**src/hdl/lrut_pkg.sv**
```systemverilog
package lrut_pkg;

   localparam int PAGE_PORT_W = 32;
   localparam int COUNT_W     = 32;
   localparam int CSR_W       = 5;

   localparam logic [COUNT_W-1:0] CNT_MAX     = '1;
   localparam logic [CSR_W-1:0]   SLOTS_RESET = 5'd16;

   typedef struct packed {
      logic go;
      logic hit;
   } chain_type;

endpackage

```
**src/hdl/lru_cache_hit_tracker.sv**
```systemverilog
// LRU cache hit tracker.
// Each request transfer carries one page number. The block looks the page up in a
// recency-ordered row of SLOTS cells (cell 0 is most recent) and returns one response
// transfer with hit, evicted, evicted_page and the saturating hit and access totals.
// Configuration: csr_wr_data sets the number of slots in use (0 acts as 1, values above
// SLOTS act as SLOTS); write it only while no request is in flight.
// The response is registered and is valid in the cycle after the request transfer.
// Throughput: one access per cycle unless stalled. All cells compare in the same cycle
// and the shift decision ripples once along the cell row, so that chain sets the cycle time.
// A new request is taken while the response register drains in the same cycle;
// req_stall is high only while a response is held and rsp_stall is high.
// A stalled response holds its payload until it is transferred.
// Reset (synchronous, active high) empties the store, clears both totals, drops any
// pending response and sets the slots in use to 16.
module lru_cache_hit_tracker import lrut_pkg::*; #(
   parameter int SLOTS     = 16,
   parameter int PAGE_BITS = 32
) (
   input  logic                   clock,
   input  logic                   reset,
   input  logic                   req_valid,
   output logic                   req_stall,
   input  logic [PAGE_PORT_W-1:0] req_page,
   output logic                   rsp_valid,
   input  logic                   rsp_stall,
   output logic                   rsp_hit,
   output logic                   rsp_evicted,
   output logic [PAGE_PORT_W-1:0] rsp_evicted_page,
   output logic [COUNT_W-1:0]     rsp_hit_total,
   output logic [COUNT_W-1:0]     rsp_access_total,
   input  logic                   csr_wr_en,
   input  logic [CSR_W-1:0]       csr_wr_data
);

   localparam int STORE_W = (PAGE_BITS < PAGE_PORT_W) ? PAGE_BITS : PAGE_PORT_W;
   localparam int OCC_W   = $clog2(SLOTS + 1);
   localparam int CMP_W   = (OCC_W > CSR_W) ? OCC_W : CSR_W;

   logic [CSR_W-1:0]       slots_ff;
   logic [OCC_W-1:0]       occ_ff, occ_in;
   logic [COUNT_W-1:0]     hit_count_ff, hit_count_in;
   logic [COUNT_W-1:0]     access_count_ff, access_count_in;

   logic                   rsp_valid_ff, rsp_valid_in;
   logic                   rsp_hit_ff;
   logic                   rsp_evicted_ff;
   logic [PAGE_PORT_W-1:0] rsp_evicted_page_ff;
   logic [COUNT_W-1:0]     rsp_hit_total_ff;
   logic [COUNT_W-1:0]     rsp_access_total_ff;

   logic                   accept;
   logic                   full;
   logic                   hit;
   logic                   evict;
   logic [CSR_W-1:0]       limit;
   logic [STORE_W-1:0]     page_now;
   logic [PAGE_PORT_W-1:0] ev_word;

   chain_type              chain [SLOTS:0];
   logic [STORE_W-1:0]     ev_chain [SLOTS:0];
   logic [STORE_W-1:0]     page_q [SLOTS-1:0];

   assign req_stall = rsp_valid_ff && rsp_stall;
   assign accept    = req_valid && !req_stall;
   assign page_now  = req_page[STORE_W-1:0];

   assign limit = (slots_ff == '0) ? CSR_W'(1) : slots_ff;
   assign full  = (occ_ff == OCC_W'(SLOTS)) || (CMP_W'(occ_ff) >= CMP_W'(limit));

   assign chain[0].go  = 1'b1;
   assign chain[0].hit = 1'b0;
   assign ev_chain[0]  = '0;

   for (genvar i = 0; i < SLOTS; i++) begin : g_cell
      logic [STORE_W-1:0] prev_page;

      if (i == 0) begin : g_head
         assign prev_page = page_now;
      end else begin : g_body
         assign prev_page = page_q[i-1];
      end

      lrut_cell #(
         .W (STORE_W)
      ) u_cell (
         .clock     (clock),
         .update    (accept),
         .valid     (OCC_W'(i) < occ_ff),
         .tail      (occ_ff == OCC_W'(i + 1)),
         .full      (full),
         .page_in   (page_now),
         .prev_page (prev_page),
         .chain_in  (chain[i]),
         .ev_in     (ev_chain[i]),
         .page_out  (page_q[i]),
         .chain_out (chain[i+1]),
         .ev_out    (ev_chain[i+1])
      );
   end

   assign hit   = chain[SLOTS].hit;
   assign evict = !hit && full;

   always_comb begin
      ev_word = '0;
      if (evict) begin
         ev_word[STORE_W-1:0] = ev_chain[SLOTS];
      end
   end

   always_comb begin
      occ_in          = occ_ff;
      hit_count_in    = hit_count_ff;
      access_count_in = access_count_ff;
      if (accept) begin
         if (!hit && !full) begin
            occ_in = occ_ff + OCC_W'(1);
         end
         if (hit && (hit_count_ff != CNT_MAX)) begin
            hit_count_in = hit_count_ff + COUNT_W'(1);
         end
         if (access_count_ff != CNT_MAX) begin
            access_count_in = access_count_ff + COUNT_W'(1);
         end
      end
   end

   always_comb begin
      if (accept) begin
         rsp_valid_in = 1'b1;
      end else if (rsp_stall) begin
         rsp_valid_in = rsp_valid_ff;
      end else begin
         rsp_valid_in = 1'b0;
      end
   end

   always_ff @(posedge clock) begin
      if (reset) begin
         slots_ff        <= SLOTS_RESET;
         occ_ff          <= '0;
         hit_count_ff    <= '0;
         access_count_ff <= '0;
         rsp_valid_ff    <= 1'b0;
      end else begin
         if (csr_wr_en) begin
            slots_ff <= csr_wr_data;
         end
         occ_ff          <= occ_in;
         hit_count_ff    <= hit_count_in;
         access_count_ff <= access_count_in;
         rsp_valid_ff    <= rsp_valid_in;
      end
   end

   always_ff @(posedge clock) begin
      if (accept) begin
         rsp_hit_ff          <= hit;
         rsp_evicted_ff      <= evict;
         rsp_evicted_page_ff <= ev_word;
         rsp_hit_total_ff    <= hit_count_in;
         rsp_access_total_ff <= access_count_in;
      end
   end

   assign rsp_valid        = rsp_valid_ff;
   assign rsp_hit          = rsp_hit_ff;
   assign rsp_evicted      = rsp_evicted_ff;
   assign rsp_evicted_page = rsp_evicted_page_ff;
   assign rsp_hit_total    = rsp_hit_total_ff;
   assign rsp_access_total = rsp_access_total_ff;

endmodule

```
**src/hdl/lrut_cell.sv**
```systemverilog
module lrut_cell import lrut_pkg::*; #(
   parameter int W = 32
) (
   input  logic          clock,
   input  logic          update,
   input  logic          valid,
   input  logic          tail,
   input  logic          full,
   input  logic [W-1:0]  page_in,
   input  logic [W-1:0]  prev_page,
   input  chain_type     chain_in,
   input  logic [W-1:0]  ev_in,
   output logic [W-1:0]  page_out,
   output chain_type     chain_out,
   output logic [W-1:0]  ev_out
);

   logic [W-1:0] page_ff;
   logic         match;

   assign match           = valid && (page_ff == page_in);
   assign chain_out.go    = chain_in.go && valid && !match && !(full && tail);
   assign chain_out.hit   = chain_in.hit || match;
   assign ev_out          = ev_in | (tail ? page_ff : '0);
   assign page_out        = page_ff;

   // A cell that is still on the shift path takes its neighbor's page; cell 0 takes the request page.
   always_ff @(posedge clock) begin
      if (update && chain_in.go) begin
         page_ff <= prev_page;
      end
   end

endmodule

```
**config.mk**
```make
export PLATFORM = sky130hd
export DESIGN_NAME = lru_cache_hit_tracker
export DESIGN_NICKNAME = d
export VERILOG_FILES = /design/src/hdl/lrut_pkg.sv /design/src/hdl/lru_cache_hit_tracker.sv /design/src/hdl/lrut_cell.sv
export SDC_FILE = /design/constraint.sdc
export NUM_CORES = 2
export LEC_CHECK = 0
export ABC_AREA = 1
export BUFFER_PORTS_ARGS = -buffer_cell sky130_fd_sc_hd__buf_4
export CAP_MARGIN = 20
export CORE_MARGIN = 1.5
export CORE_UTILIZATION = 25
export CTS_BUF_LIST = sky130_fd_sc_hd__clkbuf_4
export DETAILED_ROUTE_END_ITERATION = 7
export PLACE_DENSITY_LB_ADDON = 0.3
export SLEW_MARGIN = 40
export SYNTH_ARGS = -nofsm -noshare
export SYNTH_HDL_FRONTEND = slang
export SYNTH_SLANG_ARGS = --single-unit
```
**constraint.sdc**
```tcl
create_clock -name clock -period 20.3 [get_ports clock]
set_clock_uncertainty 0.15 [all_clocks]
set_input_delay 4.06 -clock clock [delete_from_list [all_inputs] [get_ports clock]]
set_output_delay 4.06 -clock clock [all_outputs]
set_load 0.05 [all_outputs]
```
==> impl_metrics.json <==
{
  "cts.sinks": 685,
  "vias": 29100,
  "antenna_found_initial": 7,
  "cp_slowest_cell": "buf_4",
  "num_io_pins": 142,
  "syn_avg_cell_area_sq_um": 9.52,
  "routedWlPerCell_um": 27.3,
  "synth_top_family_by_area": "simple AND/OR/NAND/NOR gates",
  "slew_violations": 0,
  "gr-usage-all-layers": 0.223,
  "die-area_sq_um": 140000,
  "routed_wl_um": 159000,
  "p_leak_nw": 15.4,
  "place.gp.congestion": 1.07,
  "area_growth_pct": 16.6,
  "async_flop_share": 0,
  "ys_seq_area_frac": 0.576,
  "fillers": 14400,
  "synth-seq-cells": 685,
  "clock.fmax_mhz": 115,
  "startpoint_type": "primary input",
  "slowest_delay_ns": 0.21,
  "drive_gt1_frac": 0.148,
  "synth_top_area_cell": "edfxtp_1",
  "yosysTopAreaCellShare": 0.532,
  "stdcell_area_sq_um": 40100,
  "drc": 0,
  "ctsHoldBuffers": 0,
  "post_cts_buffers": 0,
  "synthDistinctLibCells": 60,
  "synth_edf_count": 610,
  "cp_common_cell": "buf_4",
  "synth.area.top_cells": "edfxtp_1 (53%), nand2_1 (11%), nor2_1 (4.4%)",
  "fp-row-count": 135,
  "drtIter0Drc": 3461,
  "clk_latency_ns": 1.16,
  "grt_pass1_vias": 28200,
  "core_area_sq_um": 136000,
  "cts_buffers": 191,
  "start_util": 0.253,
  "switchingPower_uw": 893,
  "tns_ns": 0,
  "required_ns": 16.09,
  "critPathArrivalTime_ns": 4.52,
  "cp_max_fo": 2,
  "peakVddDrop_mv": 0.0516,
  "path_cells": "buf_4 > nand2_1 > inv_1 > buf_4",
  "slew_headroom": 0.351,
  "synth-compound-area-share": 0.0835,
  "syn-cell-area_sq_um": 34400,
  "seqPwrFrac": 0.488,
  "combPwrFrac": 0.096,
  "regArea_sq_um": 19800,
  "synth-simple-area-share": 0.198,
  "min-delay-path-class": "register to register",
  "power.density_nw_per_um2": 80.0,
  "yosys-top-cells-count": "nand2_1 (983), edfxtp_1 (610), nor2_1 (402)",
  "p_int_mw": 2.32,
  "synth_fa_ha_area_frac": 0.00363,
  "grt_max_degree": 68,
  "cts-root-buf": "clkbuf_4",
  "fin_nets": 3940,
  "synthMuxAreaShare": 0,
  "vias_per_cell": 5.00,
  "pwr-share-clk": 0.416,
  "first_pass_iters": 6,
  "worstMarginPinSlew_ns": 0.974,
  "cap_violations": 0,
  "period_needed_ns": 8.73,
  "multi_input_area_sq_um": 12500,
  "endpoint_kind": "output port",
  "synth_ff_type": "edfxtp_1",
  "drtAntennaViolNets": 0,
  "cp_top_family": "buffers and inverters",
  "crit_type": "primary input to output port",
  "grt_setup_unrepaired": "false",
  "cts_tree": "built",
  "swShare": 0.278,
  "place_area_sq_um": 37600,
  "grt_first_pass_wirelength_um": 219000,
  "syn_inst": 3617,
  "clockBufferDepth": 3,
  "syn-num-nets": 3669,
  "htreeDepth": 4,
  "finalSetupViolations": 0,
  "synth_most_common_cell": "nand2_1",
  "synth_xor_xnor_area_share": 0.0725,
  "dieHeight_um": 374,
  "cp.buffers_inverters": 3,
  "clk_pin_slew_worst_paths_ns": 0.07,
  "grt-ovfl-total": 0,
  "ctsResizeCount": 0,
  "dieWidth_um": 374,
  "synth_warnings": 0,
  "fin_crit_sh": 0.430,
  "port-buffer-count": 141,
  "status": "finished clean",
  "hpwl_um": 119000,
  "hold_viol": 0
}
## power by group through the flow
| stage | clock (mW) | combinational (mW) | sequential [mW] |
|---|---|---|---|
| floorplan | 0 | 0.132 | 1.63 |
| global placement | 0 | 0.298 | 1.60 |
| detailed placement | 0 | 0.299 | 1.60 |
| CTS | 1.37 | 0.299 | 1.57 |
| global route | 1.43 | 0.318 | 1.57 |
| finish | 1.34 | 0.309 | 1.57 |
## through the flow
stage / instances / power [mW] / worst slack (ns) / hold WS, ns / utilization
global placement: 5465 / 1.89 / 11.29 / 0.278 / 0.275
floorplan: 3617 / 1.76 / 4.14 / 0.276 / -
detailed placement: 5472 / 1.89 / 11.57 / 0.282 / 0.276
finish: 5818 / 3.21 / 11.57 / 0.207 / 0.295
CTS: 5810 / 3.23 / 11.57 / 0.174 / 0.294
global route: 5817 / 3.32 / 11.51 / 0.212 / 0.295
## metal layers
metal,wire length [um],vias up,global-route usage
met2,70100,1887,0.342
met1,60900,14000,0.277
met4,12000,4,0.157
met5,30,-,0
li1,-,12800,-
met3,15700,405,0.0519
## area by class of cell
type | count | area share
flip-flops and latches | 685 | 0.494
multi-input cells | 2386 | 0.311
well taps | 1781 | 0.0555
clock buffers | 282 | 0.0527
inverters | 426 | 0.0399
repair buffers | 198 | 0.0369
clock inverters | 56 | 0.00954
diodes | 4 | 0.000249
## kinds of logic after synthesis
kind of cell | after synthesis
and+or+nand+nor | 1651
DFF | 685
buffers and inverters | 546
AOI/OAI and AO/OA | 440
xor gates and xnor gates | 285
adders and majority gates | 10
## state kept, by name, indices dropped and copies added, names as in the netlist
register                cells
g_cell.u_cell.page_out    512
access_count_ff            32
hit_count_ff               32
rsp_access_total           32
rsp_evicted_page           32
rsp_hit_total              32
occ_ff                      5
slots_ff                    5
rsp_evicted                 1
rsp_hit                     1
rsp_valid                   1
## cell usage in the layout, fill, tap and decap left out, drive strengths merged, types with 9 or more instances in the layout
| cell type | instances |
|---|---|
| o22ai | 35 |
| xnor2 | 148 |
| clkbuf | 282 |
| o2111ai | 11 |
| edfxtp | 610 |
| nand4 | 48 |
| o221ai | 15 |
| buf | 198 |
| a21oi | 69 |
| a2111oi | 12 |
| xor2 | 137 |
| inv | 427 |
| nor3 | 67 |
| a221oi | 62 |
| nand3 | 77 |
| a41oi | 23 |
| a211oi | 16 |
| nor2 | 412 |
| o21ai | 161 |
| ha | 10 |
| dfxtp | 75 |
| nand2 | 990 |
| a22o | 18 |
| clkinv | 48 |
| nor4 | 24 |
| or2 | 9 |
## worst paths after layout
| path | start | end | slack, ns | cells past startpoint |
|---|---|---|---|---|
| worst max register to register | occ_ff[0] | g_cell[9].u_cell.page_out[26] | 13.74 | 17 |
| worst min register to register | g_cell[2].u_cell.page_out[26] | g_cell[3].u_cell.page_out[26] | 0.21 | 0 |
| worst min-delay path | g_cell[2].u_cell.page_out[26] | g_cell[3].u_cell.page_out[26] | 0.21 | 0 |
| worst max-delay path | rsp_stall | req_stall | 11.57 | 4 |
No activity file was read; power rests on OpenSTA's default activity.
